$ cat config.mk
export PLATFORM = sky130hd
export DESIGN_NAME = lpht_store
export DESIGN_NICKNAME = d
export VERILOG_FILES = /design/src/design/lpht_pkg.sv /design/src/design/lpht_store.sv
export SDC_FILE = /design/constraint.sdc
export NUM_CORES = 2
export LEC_CHECK = 0
export CELL_PAD_IN_SITES_DETAIL_PLACEMENT = 1
export CELL_PAD_IN_SITES_GLOBAL_PLACEMENT = 2
export CORE_MARGIN = 2
export CORE_UTILIZATION = 45
export CTS_CLUSTER_DIAMETER = 30
export CTS_CLUSTER_SIZE = 40
export DETAILED_ROUTE_END_ITERATION = 10
export DONT_BUFFER_PORTS = 1
export PLACE_DENSITY_LB_ADDON = 0.1
export SLEW_MARGIN = 20
export SYNTH_ARGS = -nofsm -noshare
export SYNTH_HDL_FRONTEND = slang
export SYNTH_MEMORY_MAX_BITS = 65536
export SYNTH_SLANG_ARGS = --single-unit
$ cat constraint.sdc
create_clock -name clock -period 5.1 [get_ports clock]
set_clock_uncertainty 0.1 [all_clocks]
set_input_delay 1.02 -clock clock [delete_from_list [all_inputs] [get_ports clock]]
set_output_delay 1.02 -clock clock [all_outputs]
set_load 0.03 [all_outputs]
$ cat src/design/lpht_pkg.sv
// Shared types and constants of the linear probing hash table.
`timescale 1ns / 1ps

package lpht_pkg;

   // Field widths of the request and response items.
   localparam int KEY_W   = 31;
   localparam int VALUE_W = 32;
   localparam int SLOT_W  = 6;
   localparam int OCC_W   = 7;

   // Default number of slots in the table.
   localparam int DEFAULT_TABLE_SLOTS = 64;

   // Register file: byte address width and register index.
   localparam int   CSR_ADDR_W      = 3;
   localparam logic CSR_DELETE_MODE = 1'b0;

   typedef enum logic [1:0] {
      MARK_EMPTY   = 2'd0,
      MARK_FULL    = 2'd1,
      MARK_DELETED = 2'd2
   } mark_type;

   typedef enum logic [1:0] {
      OP_FIND   = 2'd0,
      OP_INSERT = 2'd1,
      OP_REMOVE = 2'd2
   } op_type;

   typedef enum logic [1:0] {
      ST_OK        = 2'd0,
      ST_NOT_FOUND = 2'd1,
      ST_DUPLICATE = 2'd2,
      ST_FULL      = 2'd3
   } status_type;

   typedef enum logic [3:0] {
      S_CLEAR,
      S_IDLE,
      S_HOME,
      S_WALK,
      S_CL_READ,
      S_CL_EVAL,
      S_MV_HOME,
      S_MV_WALK,
      S_DONE
   } state_type;

   typedef struct packed {
      logic [1:0]         opcode;
      logic [KEY_W-1:0]   key;
      logic [VALUE_W-1:0] value;
   } req_type;

   typedef struct packed {
      status_type         status;
      logic [SLOT_W-1:0]  slot;
      logic [VALUE_W-1:0] found_value;
      logic [OCC_W-1:0]   occupied;
   } rsp_type;

   // One slot of the table as it is stored.
   typedef struct packed {
      mark_type           mark;
      logic [KEY_W-1:0]   key;
      logic [VALUE_W-1:0] value;
   } slot_type;

   // Write controls of the slot store.
   typedef struct packed {
      logic     mark_we;
      logic     kv_we;
      slot_type data;
   } slot_wr_type;

endpackage

$ cat src/design/lpht_store.sv
// Slot store: key/value memory and mark memory with registered reads.
`timescale 1ns / 1ps

module lpht_store
   import lpht_pkg::*;
#(
   parameter int TABLE_SLOTS = DEFAULT_TABLE_SLOTS
) (
   input  logic                           clock,
   input  logic [$clog2(TABLE_SLOTS)-1:0] raddr,
   output slot_type                       rd,
   input  logic [$clog2(TABLE_SLOTS)-1:0] waddr,
   input  slot_wr_type                    wr
);

   localparam int KV_W = KEY_W + VALUE_W;

   logic [KV_W-1:0] kv_mem [TABLE_SLOTS];
   mark_type        mark_mem [TABLE_SLOTS];

   logic [KV_W-1:0] kv_rd_ff;
   mark_type        mark_rd_ff;

   // Key and value of each slot.
   always_ff @(posedge clock) begin
      if (wr.kv_we) begin
         kv_mem[waddr] <= {wr.data.key, wr.data.value};
      end
      kv_rd_ff <= kv_mem[raddr];
   end

   // Slot marks; cleared by the controller after reset.
   always_ff @(posedge clock) begin
      if (wr.mark_we) begin
         mark_mem[waddr] <= wr.data.mark;
      end
      mark_rd_ff <= mark_mem[raddr];
   end

   assign rd.mark  = mark_rd_ff;
   assign rd.key   = kv_rd_ff[KV_W-1:VALUE_W];
   assign rd.value = kv_rd_ff[VALUE_W-1:0];

endmodule

* After elaboration in Yosys (flattened, before gate mapping) *
Memories as Yosys holds them, arrays and structs flattened. A register that Yosys moved wholly into a read port is not among the register bits.
Index checks and enable logic that the tools add are counted.

word-level totals
  logic and storage cells = 6
  output and inout port bits = 65
  memories = 2
  memory bits (writable) = 4,160
  register bits = 0
  input port bits = 80

memories
  name      depth  bits a word  rd ports  clocked after Yosys merged registers in  write ports  RTL line          RTL
  kv_mem    64     63           1         1                                        1            lpht_store.sv:18  logic [KV_W-1:0] kv_mem [TABLE_SLOTS];
  mark_mem  64     2            1         1                                        1            lpht_store.sv:19  mark_type mark_mem [TABLE_SLOTS];

operators by class
  muxes and demuxes = 4

operators with widths
  cell     number
  $mux W1  4

* Longest topological paths before layout *
  depth after elaboration = 2
  gate-level depth with buffers = 9
  depth with buffers taken out = 4

* Worst setup path after synthesis *
Ideal clock, no wire load.

  path type = input-to-reg
  start = in waddr[5]
  end = mem kv_mem[32][0] (netlist bit) (enable)
  library setup time = 0.485 ns
  buffers on the path = 2
  arrival = 4.741 ns
  data required time = 4.515 ns
  setup slack = -0.226 ns
  stages = 6
  cell sequence = clkbuf_1 -> or3b_2 -> clkbuf_1 -> inv_1 -> nand2_1 -> nor2_1

RTL lines
  what                RTL line          RTL
  start: declaration  lpht_store.sv:12  input logic [$clog2(TABLE_SLOTS)-1:0] waddr,
  end: declaration    lpht_store.sv:18

No word-level cell before the write port.

==> impl_metrics.tcl <==
set metrics [dict create \
    leakage_nw 63.5 \
    finalCritPeriodShare 0.648 \
    gp_congestion 0.749 \
    drc 0 \
    cp_max_fo 382 \
    outcome "finished with violations" \
    peakVddDrop_v 0.000350 \
    start_util 0.451 \
    syn_nets 6775 \
    grt_max_degree 836 \
    violations "max-slew violations" \
    cts_tree "done" \
    worstSetupEndpointType "flip-flop" \
    holdBufCountCts 65 \
    place_ws_ns 0.679 \
    synth_top_area_cell "edfxtp_1" \
    vias 80500 \
    cts_resized 0 \
    grt_util_all_layers 0.281 \
    required_ns 5.98 \
    rsz0062_at_grt "false" \
    slew_headroom -0.134 \
    fp-row-count 218 \
    cp_data_arrival_time_ns 4.18 \
    max_freq_ghz 0.303 \
    cts_setup_buffers 0 \
    hold_path.class "in2reg" \
    dpl.hpwl_um 241000 \
    period_minus_slack_ns 3.30 \
    core_um2 352000 \
    layout.nets 7544 \
    setup-tns-final_ns 0 \
    cts_num_sinks 4225 \
    dieArea_um2 358000 \
    routed_wl_um 502000 \
    ys_ff_latch 4225 \
    synth-main-ff-cell "edfxtp_1" \
    ys_warn_count 0 \
    setup_viol 0 \
    path_clk_slew_ns 0.05 \
    cts_buffers 848 \
    max-cap-violations 0 \
    overflow 0 \
    ant_nets 0 \
    yosysTopAreaCellShare 0.787 \
    die_x_um 598 \
    drive_gt1_frac 0.337 \
    crit_type "in2reg" \
    synth_async_sr_flop_share 0 \
    yosysSeqAreaShare 0.795 \
    first_global_vias 84100 \
    cts_root_buf "clkbuf_16" \
    synth_enable_flop_cells 4160 \
    fin_ws_ns 1.80 \
    syn-mean-instance-area_um2 23.7 \
    synthCells 6695 \
    drtIter0Drc 11300 \
    htree_num_levels 6 \
    synth.area.top_cells "edfxtp_1 79%, mux4_2 15%, a22oi_1 1.2%, dfxtp_1 0.82%, mux2i_1 0.79%" \
    wl_per_cell_um 39.1 \
    power-per-cell-area_nw_per_um2 494 \
    worstMarginPinSlew_ns 1.70 \
    synth_cell_types 31 \
    syn2layout_area_growth_pct 24.4 \
    finalHoldViolCount 0 \
    worst_hold_slack_ns 0.174 \
    drv_slew 102 \
    via_per_inst 6.27 \
    fp.dieH_um 598 \
    worstSkewPairLatency_ns 1.10 \
    dr.pass1.iters 5 \
    grt_pass1_wl_um 688000 \
    r2r_setup_slack_ns 2.81 \
    syn_area_um2 159000 \
    num_io_pins 145 \
    portBuffers 0 \
    cts.path.max_buffers 4 \
    start_kind "input pin" \
    antenna_found_initial 18 \
]
## per-stage QoR
stage	utilization	std cells	total power, W	cell area, um2
finish	0.561	12800	0.0975	197000
CTS	0.561	12800	0.0979	197000
global placement	0.473	11200	0.0420	167000
floorplan	-	6695	0.0412	159000
detailed placement	0.473	11200	0.0420	167000
global route	0.561	12800	0.0999	197000
## cells in the mapped netlist, types with 4 or more instances
library cell	instances
or3b_2	4
o221ai_1	35
nand2b_1	6
nand3b_1	23
clkbuf_1	115
mux4_2	1040
o211a_1	65
buf_2	170
a211oi_1	64
a22oi_1	260
edfxtp_1	4160
mux2i_1	126
buf_6	13
buf_4	51
dfxtp_1	65
nand3_1	122
o22ai_1	129
nor2b_1	5
buf_1	31
nand2_1	17
or3_1	4
nor2_1	169
inv_1	10
## flip-flops by register name, summed over array words and instances, names as in the netlist
signal and flops:
mark_mem 128, mark_rd_ff 2, kv_rd_ff 63, kv_mem 4032
## placed cells by master, fill, tap and decap left out, types with 4 or more instances in the layout
cell type,n
inv_1,10
nand3_1,121
clkinv_4,51
clkinv_1,144
o221ai_1,35
or3b_2,4
mux4_2,1040
buf_16,69
or3_1,4
buf_12,129
a211oi_1,64
clkbuf_1,111
o211a_1,65
nand2b_2,4
edfxtp_1,4160
clkinv_8,14
clkinv_2,131
mux2i_1,126
bufinv_16,108
o22ai_1,129
inv_6,48
nand3b_1,23
diode_2,4
dfxtp_1,65
clkinv_16,24
inv_16,13
clkbuf_16,850
clkinvlp_4,92
nor2b_4,4
nand2_1,15
nor2_4,66
a22oi_1,260
nor2_1,103
buf_4,102
clkbuf_8,9
## where the power goes
group | leakage, nW | switching (W) | total, W | internal, W
sequential | 38.0 | 0.000331 | 0.0389 | 0.0385
clock | 13.9 | 0.0191 | 0.0553 | 0.0363
combinational | 11.7 | 0.00197 | 0.00327 | 0.00130
total | 63.5 | 0.0214 | 0.0975 | 0.0761
## layer usage
metal / part of all wire / GRT usage
met3: 0.088 / 0.0573
met2: 0.47 / 0.437
met5: 0.000042 / 0
met1: 0.42 / 0.411
met4: 0.021 / 0.0652
## area by class of cell
type	instances	area, um2
Clock buffer	970	21800
Multi-Input combinational cell	2078	31100
Antenna cell	4	10.0
Tap cell	4620	5780
Fill cell	29000	154000
Sequential cell	4225	126000
Clock inverter	626	7220
Inverter	10	37.5
Timing Repair Buffer	301	5260
## kinds of logic after synthesis
group,share of synthesized area
flops,0.795
mux,0.155
buf+inv,0.0125
compound gates,0.0265
simple gates,0.0105
## final timing paths
path,from,endpoint,cells past startpoint
worst max-delay path,raddr[2],kv_rd_ff[30],6
worst min-delay path,wr[2],kv_mem[5][2],1
worst max register to register,kv_mem[7][36],kv_rd_ff[36],7
worst min register to register,kv_mem[52][3],kv_rd_ff[3],4
## worst max-delay path, cell delays in order
cell     delay (ns)
nor2b_4        1.20
buf_12         0.30
buf_4          0.34
a22oi_1        0.15
nand3_1        0.17
o211a_1        0.22
Note: power is estimated with default switching activity, not from simulation.
