**src/design/lpht_pkg.sv**
```systemverilog
// Shared types and constants of the linear probing hash table.
`timescale 1ns / 1ps

package lpht_pkg;

   // Field widths of the request and response items.
   localparam int KEY_W   = 31;
   localparam int VALUE_W = 32;
   localparam int SLOT_W  = 6;
   localparam int OCC_W   = 7;

   // Default number of slots in the table.
   localparam int DEFAULT_TABLE_SLOTS = 64;

   // Register file: byte address width and register index.
   localparam int   CSR_ADDR_W      = 3;
   localparam logic CSR_DELETE_MODE = 1'b0;

   typedef enum logic [1:0] {
      MARK_EMPTY   = 2'd0,
      MARK_FULL    = 2'd1,
      MARK_DELETED = 2'd2
   } mark_type;

   typedef enum logic [1:0] {
      OP_FIND   = 2'd0,
      OP_INSERT = 2'd1,
      OP_REMOVE = 2'd2
   } op_type;

   typedef enum logic [1:0] {
      ST_OK        = 2'd0,
      ST_NOT_FOUND = 2'd1,
      ST_DUPLICATE = 2'd2,
      ST_FULL      = 2'd3
   } status_type;

   typedef enum logic [3:0] {
      S_CLEAR,
      S_IDLE,
      S_HOME,
      S_WALK,
      S_CL_READ,
      S_CL_EVAL,
      S_MV_HOME,
      S_MV_WALK,
      S_DONE
   } state_type;

   typedef struct packed {
      logic [1:0]         opcode;
      logic [KEY_W-1:0]   key;
      logic [VALUE_W-1:0] value;
   } req_type;

   typedef struct packed {
      status_type         status;
      logic [SLOT_W-1:0]  slot;
      logic [VALUE_W-1:0] found_value;
      logic [OCC_W-1:0]   occupied;
   } rsp_type;

   // One slot of the table as it is stored.
   typedef struct packed {
      mark_type           mark;
      logic [KEY_W-1:0]   key;
      logic [VALUE_W-1:0] value;
   } slot_type;

   // Write controls of the slot store.
   typedef struct packed {
      logic     mark_we;
      logic     kv_we;
      slot_type data;
   } slot_wr_type;

endpackage

```
**src/design/lpht_ctrl.sv**
```systemverilog
// Operation sequencer: probe walks, updates, cluster rebuild and response register.
`timescale 1ns / 1ps

module lpht_ctrl
   import lpht_pkg::*;
#(
   parameter int TABLE_SLOTS = DEFAULT_TABLE_SLOTS
) (
   input  logic                           clock,
   input  logic                           reset,
   input  logic                           delete_mode,
   input  logic                           req_valid,
   output logic                           req_stall,
   input  req_type                        req_payload,
   output logic                           rsp_valid,
   input  logic                           rsp_stall,
   output rsp_type                        rsp_payload,
   output logic                           home_start,
   output logic [KEY_W-1:0]               home_key,
   input  logic                           home_done,
   input  logic [$clog2(TABLE_SLOTS)-1:0] home_addr,
   output logic [$clog2(TABLE_SLOTS)-1:0] raddr,
   input  slot_type                       rd,
   output logic [$clog2(TABLE_SLOTS)-1:0] waddr,
   output slot_wr_type                    wr
);

   localparam int            AW   = $clog2(TABLE_SLOTS);
   localparam int            CW   = $clog2(TABLE_SLOTS + 1);
   localparam logic [AW-1:0] LAST = AW'(TABLE_SLOTS - 1);

   state_type          state_ff, state_in;
   req_type            op_ff, op_in;
   logic [AW-1:0]      p_ff, p_in;
   logic [AW-1:0]      n_ff, n_in;
   logic [AW-1:0]      q_ff, q_in;
   logic [AW-1:0]      m_ff, m_in;
   logic [AW-1:0]      clr_ff, clr_in;
   logic [CW-1:0]      count_ff, count_in;
   slot_type           mv_ff, mv_in;
   status_type         res_status_ff, res_status_in;
   logic [AW-1:0]      res_slot_ff, res_slot_in;
   logic [VALUE_W-1:0] res_value_ff, res_value_in;
   logic               rsp_valid_ff, rsp_valid_in;
   rsp_type            rsp_ff, rsp_in;

   logic req_op_ok;
   logic hit_empty;
   logic hit_key;
   logic walk_last;
   logic cl_last;
   logic clr_last;
   logic rsp_free;

   // Next slot with wrap-around at the end of the table.
   function automatic logic [AW-1:0] nxt(input logic [AW-1:0] a);
      return (a == LAST) ? '0 : a + AW'(1);
   endfunction

   assign req_op_ok = (req_payload.opcode == OP_FIND) || (req_payload.opcode == OP_INSERT) ||
                      (req_payload.opcode == OP_REMOVE);
   assign hit_empty = (rd.mark == MARK_EMPTY);
   assign hit_key   = (rd.mark == MARK_FULL) && (rd.key == op_ff.key);
   assign walk_last = (n_ff == LAST);
   assign cl_last   = (m_ff == LAST);
   assign clr_last  = (clr_ff == LAST);
   assign rsp_free  = !rsp_valid_ff || !rsp_stall;

   // Next state.
   always_comb begin
      state_in = state_ff;
      unique case (state_ff)
         S_CLEAR: begin
            if (clr_last) begin
               state_in = S_IDLE;
            end
         end
         S_IDLE: begin
            if (req_valid) begin
               state_in = req_op_ok ? S_HOME : S_DONE;
            end
         end
         S_HOME: begin
            if (home_done) begin
               state_in = S_WALK;
            end
         end
         S_WALK: begin
            if (hit_empty) begin
               state_in = S_DONE;
            end else if (hit_key) begin
               if ((op_ff.opcode == OP_REMOVE) && delete_mode) begin
                  state_in = S_CL_READ;
               end else begin
                  state_in = S_DONE;
               end
            end else if (walk_last) begin
               state_in = S_DONE;
            end
         end
         S_CL_READ: begin
            state_in = S_CL_EVAL;
         end
         S_CL_EVAL: begin
            case (rd.mark)
               MARK_DELETED: state_in = cl_last ? S_DONE : S_CL_READ;
               MARK_FULL:    state_in = S_MV_HOME;
               default:      state_in = S_DONE;
            endcase
         end
         S_MV_HOME: begin
            if (home_done) begin
               state_in = S_MV_WALK;
            end
         end
         S_MV_WALK: begin
            if (hit_empty) begin
               state_in = cl_last ? S_DONE : S_CL_READ;
            end
         end
         S_DONE: begin
            if (rsp_free) begin
               state_in = S_IDLE;
            end
         end
      endcase
   end

   // Outputs and datapath register updates.
   always_comb begin
      req_stall     = 1'b1;
      home_start    = 1'b0;
      home_key      = req_payload.key;
      raddr         = '0;
      waddr         = p_ff;
      wr            = '0;
      op_in         = op_ff;
      p_in          = p_ff;
      n_in          = n_ff;
      q_in          = q_ff;
      m_in          = m_ff;
      clr_in        = clr_ff;
      count_in      = count_ff;
      mv_in         = mv_ff;
      res_status_in = res_status_ff;
      res_slot_in   = res_slot_ff;
      res_value_in  = res_value_ff;
      unique case (state_ff)
         S_CLEAR: begin
            // One slot mark cleared per cycle.
            waddr        = clr_ff;
            wr.mark_we   = 1'b1;
            wr.data.mark = MARK_EMPTY;
            clr_in       = clr_ff + AW'(1);
         end
         S_IDLE: begin
            req_stall = 1'b0;
            if (req_valid) begin
               op_in         = req_payload;
               res_status_in = ST_NOT_FOUND;
               res_slot_in   = '0;
               res_value_in  = '0;
               home_start    = req_op_ok;
            end
         end
         S_HOME: begin
            if (home_done) begin
               raddr = home_addr;
               p_in  = home_addr;
               n_in  = '0;
            end
         end
         S_WALK: begin
            // The next slot is read ahead while this one is examined.
            raddr = nxt(p_ff);
            p_in  = nxt(p_ff);
            n_in  = n_ff + AW'(1);
            if (hit_empty) begin
               if (op_ff.opcode == OP_INSERT) begin
                  wr.mark_we    = 1'b1;
                  wr.kv_we      = 1'b1;
                  wr.data.mark  = MARK_FULL;
                  wr.data.key   = op_ff.key;
                  wr.data.value = op_ff.value;
                  count_in      = count_ff + CW'(1);
                  res_status_in = ST_OK;
                  res_slot_in   = p_ff;
               end
            end else if (hit_key) begin
               case (op_ff.opcode)
                  OP_FIND: begin
                     res_status_in = ST_OK;
                     res_slot_in   = p_ff;
                     res_value_in  = rd.value;
                  end
                  OP_INSERT: begin
                     res_status_in = ST_DUPLICATE;
                  end
                  OP_REMOVE: begin
                     res_status_in = ST_OK;
                     res_slot_in   = p_ff;
                     if (count_ff != '0) begin
                        count_in = count_ff - CW'(1);
                     end
                     wr.mark_we   = 1'b1;
                     wr.data.mark = delete_mode ? MARK_EMPTY : MARK_DELETED;
                     q_in         = nxt(p_ff);
                     m_in         = AW'(1);
                  end
                  default: begin
                  end
               endcase
            end else if (walk_last) begin
               if (op_ff.opcode == OP_INSERT) begin
                  res_status_in = ST_FULL;
               end
            end
         end
         S_CL_READ: begin
            raddr = q_ff;
         end
         S_CL_EVAL: begin
            // Tombstones are dropped; full entries are lifted out for placing again.
            waddr = q_ff;
            if ((rd.mark == MARK_DELETED) || (rd.mark == MARK_FULL)) begin
               wr.mark_we   = 1'b1;
               wr.data.mark = MARK_EMPTY;
            end
            if (rd.mark == MARK_FULL) begin
               mv_in      = rd;
               home_start = 1'b1;
               home_key   = rd.key;
            end else if (rd.mark == MARK_DELETED) begin
               q_in = nxt(q_ff);
               m_in = m_ff + AW'(1);
            end
         end
         S_MV_HOME: begin
            if (home_done) begin
               raddr = home_addr;
               p_in  = home_addr;
            end
         end
         S_MV_WALK: begin
            raddr = nxt(p_ff);
            p_in  = nxt(p_ff);
            if (hit_empty) begin
               wr.mark_we    = 1'b1;
               wr.kv_we      = 1'b1;
               wr.data.mark  = MARK_FULL;
               wr.data.key   = mv_ff.key;
               wr.data.value = mv_ff.value;
               q_in          = nxt(q_ff);
               m_in          = m_ff + AW'(1);
            end
         end
         S_DONE: begin
         end
      endcase
   end

   // Response register: loaded once the previous response has been taken.
   always_comb begin
      rsp_valid_in = rsp_valid_ff && rsp_stall;
      rsp_in       = rsp_ff;
      if ((state_ff == S_DONE) && rsp_free) begin
         rsp_valid_in       = 1'b1;
         rsp_in.status      = res_status_ff;
         rsp_in.slot        = SLOT_W'(res_slot_ff);
         rsp_in.found_value = res_value_ff;
         rsp_in.occupied    = OCC_W'(count_ff);
      end
   end

   always_ff @(posedge clock) begin
      if (reset) begin
         state_ff     <= S_CLEAR;
         clr_ff       <= '0;
         count_ff     <= '0;
         rsp_valid_ff <= 1'b0;
      end else begin
         state_ff     <= state_in;
         clr_ff       <= clr_in;
         count_ff     <= count_in;
         rsp_valid_ff <= rsp_valid_in;
      end
   end

   always_ff @(posedge clock) begin
      op_ff         <= op_in;
      p_ff          <= p_in;
      n_ff          <= n_in;
      q_ff          <= q_in;
      m_ff          <= m_in;
      mv_ff         <= mv_in;
      res_status_ff <= res_status_in;
      res_slot_ff   <= res_slot_in;
      res_value_ff  <= res_value_in;
      rsp_ff        <= rsp_in;
   end

   assign rsp_valid   = rsp_valid_ff;
   assign rsp_payload = rsp_ff;

endmodule

```
**config.mk**
```make
export PLATFORM = sky130hd
export DESIGN_NAME = lpht_ctrl
export DESIGN_NICKNAME = d
export VERILOG_FILES = /design/src/design/lpht_pkg.sv /design/src/design/lpht_ctrl.sv
export SDC_FILE = /design/constraint.sdc
export NUM_CORES = 1
export LEC_CHECK = 0
export ABC_CLOCK_PERIOD_IN_PS = 10700
export BUFFER_PORTS_ARGS = -buffer_cell sky130_fd_sc_hd__buf_2
export CORE_MARGIN = 3
export CORE_UTILIZATION = 45
export DETAILED_ROUTE_END_ITERATION = 7
export PLACE_DENSITY = 0.7
export SETUP_SLACK_MARGIN = 0.4
export SYNTH_ARGS = -nofsm -noshare
export SYNTH_HDL_FRONTEND = slang
export SYNTH_SLANG_ARGS = --single-unit
```
**constraint.sdc**
```tcl
create_clock -name clock -period 10.7 [get_ports clock]
set_clock_uncertainty 0.2 [all_clocks]
set_input_delay 0.535 -clock clock [delete_from_list [all_inputs] [get_ports clock]]
set_output_delay 0.535 -clock clock [all_outputs]
set_load 0.01 [all_outputs]
```
==> Word level (Yosys, flattened, before mapping) <==
Index checks and enable logic that the tools add are counted.
{ "op_classes": {"n_mux": 84, "n_reduce_logical": 35, "eq_ne": 40, "add_sub_neg": 7} }
{ "op_table": {"columns": ["operator", "n"], "rows": [
  ["$mux 67", 2],
  ["$mux 6", 22],
  ["$mux 32", 4],
  ["$pmux 63 s2", 1],
  ["$pmux 32 s2", 1],
  ["$mux 63", 1],
  ["$mux 31", 2],
  ["$pmux 6 s3", 3],
  ["$mux 4", 12],
  ["$pmux 6 s2", 4],
  ["$pmux 4 s9", 1],
  ["$mux 7", 5],
  ["$eq 31x31->1", 1],
  ["$add 6x1->6 const B", 5],
  ["$eq 6x6->1 const B", 5],
  ["$ne 2x2->1 const B", 11],
  ["$mux 2", 10],
  ["$eq 4x3->1 const B", 4],
  ["$ne 3x3->1 const B", 5],
  ["$reduce_and 5->1", 3],
  ["$reduce_and 7->1", 2],
  ["$pmux 2 s2", 3],
  ["$reduce_bool 2->1", 6],
  ["$mux 1", 9],
  ["22 further kinds", 44]
]} }
{ "totals": {"reg_bits": 257, "in_bits": 142, "word_cells": 186, "output_inout_bits": 160} }

==> Logic depth before layout (Yosys ltp) <==
Gate-level depths: netlist of run 1.
{ "depth": {"ltp_word": 6, "depth_mapped": 11, "ltp_nobuf": 10} }

==> Worst setup path before layout of run 1 <==
Ideal clock, no wire load.
{ "synth_path": {"path_type": "input -> register", "from": "input port rd[40] (netlist name)", "to": "register res_value_ff[0], enable pin", "path_stages": 6, "arrival_ps": 6573, "required_time_ps": 9905, "slack_ps": 3332, "cell_sequence": "xnor2_1 nand4_1 nor4_4 and3_1 nand2_1 a2111oi_0"} }
{ "synth_between": {"elab_chain_len": 4} }
{ "synth_rtl": {"columns": ["element", "line", "source"], "rows": [
  ["from (decl)", "lpht_ctrl.sv:23", "input slot_type rd,"],
  ["$eq 31x31->1", "lpht_ctrl.sv:63", "assign hit_key = (rd.mark == MARK_FULL) && (rd.key == op_ff.key);"],
  ["$logic_and 1x1->1", "lpht_ctrl.sv:63", null],
  ["$ne 2x2->1 (no line)", null, null],
  ["$reduce_and 5->1 (no line)", null, null],
  ["to (signal assigned)", "lpht_ctrl.sv:298", "res_value_ff <= res_value_in;"],
  ["to (decl)", "lpht_ctrl.sv:43", "logic [VALUE_W-1:0] res_value_ff, res_value_in;"]
]} }
Every way passes these cells.
A chain may end at the register's enable or synchronous reset.

==> results of run 1 <==
==> per-stage QoR <==
step / instance area [um2] / power, mW / cells / setup WS [ns] / utilization, %
after floorplan: 11000 / 1.43 / 747 / 3.33 / -
after global placement: 12800 / 1.55 / 1341 / 7.05 / 54.1
after detailed placement: 12800 / 1.56 / 1341 / 6.91 / 54.1
after CTS: 14700 / 2.51 / 1492 / 6.35 / 62.1
after global routing: 14800 / 2.59 / 1498 / 5.99 / 62.3
final: 14800 / 2.49 / 1498 / 6.29 / 62.3
==> routing by layer <==
metal  vias up  part of all wire, %
li1       3701                    -
met1      3997                   40
met2       426                   50
met3        64                  6.9
met4         0                  3.0
met5         -                    0
==> timing repair <==
item,4_1_cts,5_1_grt
hold endpoints to repair,101,3
hold buffers,101,3
setup endpoints to repair,0,0
==> area by class of cell <==
class                      count  area, um2  share of cell area, %
sequential                   257       7540                   51.1
multi-input combinational    443       3260                   22.1
timing repair buffer         414       2620                   17.7
clock buffer                  36        741                   5.02
tap                          319        399                   2.71
clock inverter                14        145                  0.984
inverter                      12       45.0                  0.305
antenna                        3       7.51                 0.0509
==> synth_stat cells (2+ instances only) <==
| library cell | count | area [um2] |
|---|---|---|
| a211oi_1 | 3 | 22.5 |
| a21boi_0 | 2 | 15.0 |
| a21o_1 | 10 | 75.1 |
| a21oi_1 | 27 | 135 |
| a221o_1 | 6 | 60.1 |
| a22o_1 | 63 | 552 |
| a22oi_1 | 5 | 37.5 |
| a32oi_1 | 2 | 17.5 |
| and2_1 | 42 | 263 |
| and3_1 | 3 | 18.8 |
| and4_1 | 2 | 17.5 |
| buf_1 | 4 | 15.0 |
| buf_2 | 7 | 35.0 |
| buf_4 | 2 | 15.0 |
| clkbuf_1 | 22 | 82.6 |
| dfxtp_1 | 18 | 360 |
| edfxtp_1 | 239 | 7180 |
| ha_1 | 13 | 163 |
| inv_1 | 12 | 45.0 |
| mux2_2 | 33 | 372 |
| mux2i_1 | 3 | 30.0 |
| nand2_1 | 35 | 131 |
| nand2b_1 | 3 | 18.8 |
| nand3_1 | 17 | 85.1 |
| nand4_1 | 12 | 75.1 |
| nor2_1 | 40 | 150 |
| nor2b_1 | 3 | 18.8 |
| nor3_1 | 6 | 30.0 |
| nor4_1 | 4 | 25.0 |
| nor4b_4 | 2 | 47.6 |
| o211ai_1 | 2 | 15.0 |
| o21a_1 | 2 | 15.0 |
| o21ai_0 | 18 | 90.1 |
| o21bai_1 | 2 | 15.0 |
| o22ai_1 | 2 | 12.5 |
| o31ai_1 | 3 | 22.5 |
| or2_2 | 2 | 12.5 |
| or3_1 | 5 | 31.3 |
| xnor2_1 | 38 | 333 |
| xor2_1 | 11 | 96.3 |
==> power by group <==
group	leakage [nW]	total, mW	switching, mW	internal, mW
clock network	0.437	0.921	0.383	0.538
registers	2.34	1.23	0.0466	1.18
logic	3.04	0.338	0.195	0.143
==> sequential cells by signal, indices dropped and copies added, names as in the netlist <==
register       count
count_ff           7
q_ff               6
op_ff             65
m_ff               6
mv_ff             63
state_ff           4
clr_ff             6
n_ff               6
res_value_ff      32
res_slot_ff        6
rsp_valid          1
rsp_payload       47
res_status_ff      2
p_ff               6
==> kinds of logic (layout without fill, tap and decap cells) <==
logic type / after synthesis / in the layout / share of synthesized area (%)
fa+ha+maj: 14 / 14 / 1.67
xor+xnor: 49 / 49 / 3.92
other cells: 0 / 3 / 0
flops: 257 / 257 / 68.8
simple gates: 187 / 187 / 9.45
mux: 37 / 37 / 3.77
buf+inv: 47 / 476 / 1.76
compound gates: 156 / 156 / 10.6
==> worst max-delay path, stage by stage (launching register included) <==
cell	delay, ns
dfxtp_1	0.67
nand3b_1	0.70
nor2_4	0.83
buf_4	0.51
a22o_1	0.24
buf_2	0.14
==> how the worst max path moves through the flow <==
stage / start / end / slack (ns)
2_1_floorplan: rd[40] / res_value_ff[0] / 3.33
3_3_place_gp: state_ff[2] / wr[0] / 7.05
3_5_place_dp: state_ff[2] / wr[0] / 6.91
4_1_cts: state_ff[2] / wr[0] / 6.35
5_1_grt: state_ff[2] / wr[35] / 5.99
6_report: state_ff[2] / wr[0] / 6.29
==> impl_metrics.ini, run 1 <==
[run_status]
outcome = finished clean

[worst_setup_path]
timing.rr.start = state_ff[0]
cp_max_fo = 37
endpoint_kind = output port
r2r-end = mv_ff[0]
ff2ff_path_depth = 6
crit_path_start_kind = register
arrival_ns = 3.67
rrSetupSlack_ns = 7.39
worstSetupPathType = register to output port
worstPathRequired_ns = 9.97

[sta]
hold_viol_final = 0
relSlewSlack_pct = 20.1
fin_crit_ns = 4.41
finalSetupTns_ns = 0
period_share_pct = 41.2
drv_slew = 0
setup-violations-final = 0
rsz0062_at_grt = no
fin_worst_hold_slack_ns = 0.0187
tightest_slew_ns = 1.18
max_freq_mhz = 227

[clocking]
ctsResizeCount = 0
cts.sinks = 257
htreeDepth = 1
clock_latency_ns = 0.55
clk_pin_slew_worst_paths_ns = 0.06
cts_root_buffer = clkbuf_16
cts_buffer_depth = 3
cts_buffers = 28
cts_tree = built
cts_setup_buffers = 0

[min_path]
hp-class = primary input to register
holdPathStages = 1
whs_endpoint = mv_ff[37]
hp-start = rd[37]

[routing]
routed-via-count = 8188
via_per_inst = 5.47
firstDrtPassIters = 5
wl_per_cell_um = 20.4
wl_um = 30600
drc = 0
ant_nets = 0
drt_iter0_drc = 761

[grt]
grt_max_degree = 67
use_met1_pct = 29.7
grt-busiest-layer = met2
antenna_found_initial = 3
grt_pass1_wl_um = 45900
grt_use_total_pct = 22.2
gr-total-overflow = 0
grt_pass1_vias = 8090
met2_usage_pct = 37.7
grt_util_met3_pct = 3.39

[power]
p_per_area_nw_per_um2 = 169
p_leak_nw = 5.82
peakVddDrop_uv = 109

[yosys]
seq_area_frac_synth_pct = 68.8
async_flop_share_pct = 0
ys.warnings.count = 0
ys_ff_latch = 257
syn_avg_cell_area_um2 = 14.7
synth_edf_count = 239
synthesis.nets = 903
synthCells = 747
ys_types = 62
synth_flop_cell = edfxtp_1
synth_area_um2 = 11000

[placed_design]
io_buffer_count = 301
dp_hpwl_um = 20300
place.gp.congestion = 0.903

[finish]
mostFrequentLayoutCells = buf_2, edfxtp_1, dlygate4sd3_1
final_layout_size_suffix_gt1_share_pct = 33.8
fin_nets = 1312
final_common_cell = buf_2
fillers = 1781
area_growth_pct = 34.7

[die]
start_util_pct = 46.2
num_rows = 56
die_x_um = 162
die_y_um = 162
core_region_area_um2 = 23700
io_pins = 302
dieArea_um2 = 26200

[job]
drv_cap = 0
Note: power is estimated with default switching activity, not from simulation.
==> run 2: changes to the inputs <==
ABC_CLOCK_PERIOD_IN_PS = 4200   (was 10700)
clock period = 4.2 ns   (was 10.7 ns; I/O delays follow)
==> run 2 against run 1 <==
Net effect:
- cell area increased by 2.6%
- highest routed layer is now met5
- sequential share of layout area decreased by 1.3 points
- largest power group unchanged
- worst setup slack got worse by 5.5 ns
- critical path type unchanged
==> impl_metrics.ini, run 2 (synthesized netlist as in run 1, its figures left out) <==
[worst_setup_path]
cpPeakStageDelay_ns = 0.67
worstPathRequired_ns = 3.79
critical-path-top-delay-family = simple AND/OR/NAND/NOR gates
endpoint_kind = output port
rrSetupSlack_ns = 1.15
slowest_stage = nor2_4
cp_cell_sequence = nand4bb_1 -> nor2_4 -> buf_12 -> a22o_1 -> buf_2
arrival_ns = 3.01
cp_max_fo = 49
worstSetupPathType = register to output port
cp_num_buf_inv = 2
crit_path_start_kind = register

[clocking]
cts_buffers = 27
cts_tree = built
cts_buffer_depth = 3
htreeDepth = 1
ctsResizeCount = 0
cts_setup_buffers = 0
clk_pin_slew_worst_paths_ns = 0.06
clock_latency_ns = 0.55
cts.sinks = 257
cts_hold_buf = 138
cts_root_buffer = clkbuf_16

[sta]
fin_crit_ns = 3.42
finalSetupTns_ns = 0
tightest_slew_ns = 1.11
fin_worst_hold_slack_ns = 0.112
setup-violations-final = 0
rsz0062_at_grt = no
period_share_pct = 81.4
max_freq_mhz = 292
hold_viol_final = 0
drv_slew = 0
relSlewSlack_pct = 25.1

[routing]
wl_per_cell_um = 20.6
firstDrtPassIters = 5
drc = 0
routed-via-count = 8305
ant_nets = 0
via_per_inst = 5.41
drt_iter0_drc = 699
wl_um = 31600

[finish]
fin_nets = 1352
final_layout_size_suffix_gt1_share_pct = 33.1
area_growth_pct = 38.2
layout.cells.non_filler = 1536
fillers = 1754
largest-register = op_ff
fin_util_pct = 63.9
design_area_um2 = 15100
largest_reg_flops = 65
final_common_cell = buf_2
mostFrequentLayoutCells = buf_2, edfxtp_1, dlygate4sd3_1

[power]
p_per_area_nw_per_um2 = 418
peakVddDrop_uv = 255
p_leak_nw = 5.99

[die]
die_x_um = 162
die_y_um = 162
dieArea_um2 = 26200
num_rows = 56
core_region_area_um2 = 23700
start_util_pct = 46.2
io_pins = 302

[grt]
antenna_found_initial = 4
grt_pass1_vias = 8162
grt_max_degree = 58
gr-total-overflow = 0
grt_pass1_wl_um = 46400
grt_use_total_pct = 22.7

[min_path]
hp-class = primary input to register

[job]
drv_cap = 0

[placed_design]
place.gp.congestion = 0.861
placed_cell_area_um2 = 12900
io_buffer_count = 301
placed_cells = 1348
dp_hpwl_um = 20000

[run_status]
outcome = finished clean
[run 2: cell types whose count changed in the layout (fill, tap and decap cells not counted), moves of 2 or more]
cell           previous run  this run
dlygate4sd3_1           104       138
buf_4                     9        14
clkbuf_1                  7         4
clkinv_4                  0         3
buf_12                    0         2
clkinv_1                  3         5
clkinv_2                  7         5
[run 2: path summary, 6_finish.rpt]
kind	startpoint	to	cells after the start
hold / removal	home_done	n_ff[4]	3
setup / recovery	state_ff[2]	wr[52]	5
setup reg to reg	op_ff[52]	res_value_ff[0]	7
hold reg to reg	res_value_ff[31]	rsp_payload[38]	0
[run 2: final cells by class]
cell class	count	area (um2)	area share (%)
multi-input combinational	443	3280	21.6
clock buffer	31	691	4.56
sequential	257	7540	49.8
timing repair buffer	455	3030	20.0
clock inverter	16	150	0.992
tap	319	399	2.64
inverter	12	45.0	0.298
antenna	3	7.51	0.0496
[run 2: layer usage]
| layer | share of wire [%] | vias up | wire length [um] | track usage [%] |
|---|---|---|---|---|
| li1 | - | 3788 | - | - |
| met1 | 41 | 4001 | 12900 | 30.2 |
| met2 | 49 | 434 | 15300 | 38.1 |
| met3 | 7.3 | 80 | 2300 | 3.77 |
| met4 | 3.3 | 2 | 1050 | 7.79 |
| met5 | 0.044 | - | 14 | 0 |
[run 2: worst min-delay path, cell delays in order]
cell     delay (ns)
buf_2          0.12
nand3_1        0.10
a21oi_1        0.20
[run 2: through the flow]
step	power (mW)	setup slack, ns
2_1_floorplan	3.63	0.877
3_3_place_gp	3.96	1.16
3_5_place_dp	3.98	1.12
4_1_cts	6.34	0.761
5_1_grt	6.54	0.599
6_report	6.32	0.780
[run 2: power breakdown]
part | total, mW | internal (mW) | switching (mW)
sequential | 3.11 | 3.01 | 0.0963
clock | 2.29 | 1.31 | 0.982
combinational | 0.923 | 0.395 | 0.528
total | 6.32 | 4.72 | 1.61
==> run 3: changes to the inputs <==
ABC_CLOCK_PERIOD_IN_PS = 2920   (was 4200)
PLACE_DENSITY = 0.73   (was 0.7)
clock period = 2.92 ns   (was 4.2 ns; I/O delays follow)
==> run 3 against run 2 <==
Net effect:
- cell area is 11% higher
- sequential cell count unchanged
- first-iteration DRC count is 60% higher
- power increased by 47%
- utilization up 6.7 points
- global-route usage grew 3.3 points
- sequential share of layout area fell by 4.6 points
- critical path depth rose by 3
- die area is the same
- worst hold slack lost 0.024 ns
- clock power up 38%
==> impl_metrics.ini, run 3 (synthesized netlist as in run 1, its figures left out) <==
[worst_setup_path]
worstPathRequired_ns = 2.96
endpoint_kind = register
arrival_ns = 2.85
worstSetupPathType = register to register
cp_max_fo = 16
crit_path_start_kind = register

[job]
drv_cap = 0

[grt]
grt_pass1_vias = 8829
grt_pass1_wl_um = 52300
grt_max_degree = 43
antenna_found_initial = 3
gr-total-overflow = 0
grt_use_total_pct = 26.0

[die]
start_util_pct = 46.2
io_pins = 302
die_y_um = 162
die_x_um = 162
core_region_area_um2 = 23700
num_rows = 56
dieArea_um2 = 26200

[run_status]
outcome = finished clean

[sta]
drv_slew = 0
rsz0062_at_grt = yes
period_share_pct = 96.2
hold_viol_final = 0
relSlewSlack_pct = 54.5
finalSetupTns_ns = 0
max_freq_mhz = 356
fin_crit_ns = 2.81
setup-violations-final = 0
tightest_slew_ns = 0.682

[placed_design]
io_buffer_count = 301
dp_hpwl_um = 20500
place.gp.congestion = 0.898
placed_cells = 1358

[routing]
routed-via-count = 8996
drt_iter0_drc = 1118
drc = 0
wl_per_cell_um = 23.3
wl_um = 37400
firstDrtPassIters = 6
ant_nets = 0
via_per_inst = 5.60

[clocking]
cts.sinks = 257
cts_buffers = 26
clock_latency_ns = 0.53
cts_tree = built
cts_root_buffer = clkbuf_16
htreeDepth = 1
cts_buffer_depth = 3
clk_pin_slew_worst_paths_ns = 0.06

[finish]
mostFrequentLayoutCells = buf_2, edfxtp_1, dlygate4sd3_1
layout.cells.non_filler = 1605
area_growth_pct = 52.8
largest_reg_flops = 65
largest-register = op_ff
final_layout_size_suffix_gt1_share_pct = 38.7
fin_nets = 1419
final_common_cell = buf_2

[power]
p_leak_nw = 6.63
peakVddDrop_uv = 502
p_per_area_nw_per_um2 = 556

[min_path]
hp-class = primary input to register
[run 3: layout make-up]
cell class / count / area [um2]
well taps: 319 / 399
inverters: 12 / 48.8
multi-input cells: 443 / 3460
fillers: 1541 / 6950
flip-flops and latches: 257 / 7550
diodes: 3 / 7.51
repair buffers: 523 / 4460
clock buffers: 36 / 698
clock inverters: 12 / 100
[run 3: final timing paths]
path / from / end / slack [ns] / depth (start not counted)
setup / recovery: op_ff[35] / res_value_ff[9] / 0.11 / 8
hold / removal: home_done / n_ff[1] / 0.09 / 3
setup reg to reg: op_ff[35] / res_value_ff[9] / 0.11 / 8
hold reg to reg: res_slot_ff[4] / rsp_payload[43] / 0.21 / 0
[run 3: report_power, final]
part	switching (mW)	internal [mW]	leakage, nW
Sequential	0.132	4.34	2.34
Combinational	0.895	0.786	3.91
Clock	1.39	1.77	0.382
[run 3: what timing repair did]
action | in CTS | in global routing
resized for setup | 66 | 86
cloned | 11 | 6
endpoints found under the setup margin | 150 | 157
hold endpoints to repair | 197 | 0
hold buffers | 139 | 0
setup buffers | 29 | 11
pin swaps | 11 | 60
[run 3: critical path, stage by stage, from the launching register on]
cell and delay [ns]:
edfxtp_1 0.42, xnor2_1 0.24, nand4_1 0.25, nor4_4 0.39, and3_1 0.24, nand2_2 0.07
a2111oi_4 0.30, buf_6 0.19, clkbuf_16 0.19
[run 3: per-stage QoR]
stage	hold WS [ns]	setup slack [ns]	util (%)	power, mW	instance area, um2
after floorplan	0.0449	-0.257	-	5.22	11000
after global placement	0.124	0.228	55.2	5.73	13100
after detailed placement	0.124	0.151	55.2	5.75	13100
after CTS	0.0393	0.180	68.0	9.16	16100
after global routing	0.0975	0.0648	70.6	9.64	16700
final	0.0879	0.112	70.6	9.30	16700
[run 3: routing by layer]
metal  vias up  routed length [um]  global-route usage (%)
met5         -                   0                       0
met1      4373               14300                    33.2
met4         0                1320                    9.89
met3       105                3060                    4.92
met2       591               18700                    44.2
li1       3927                   -                       -
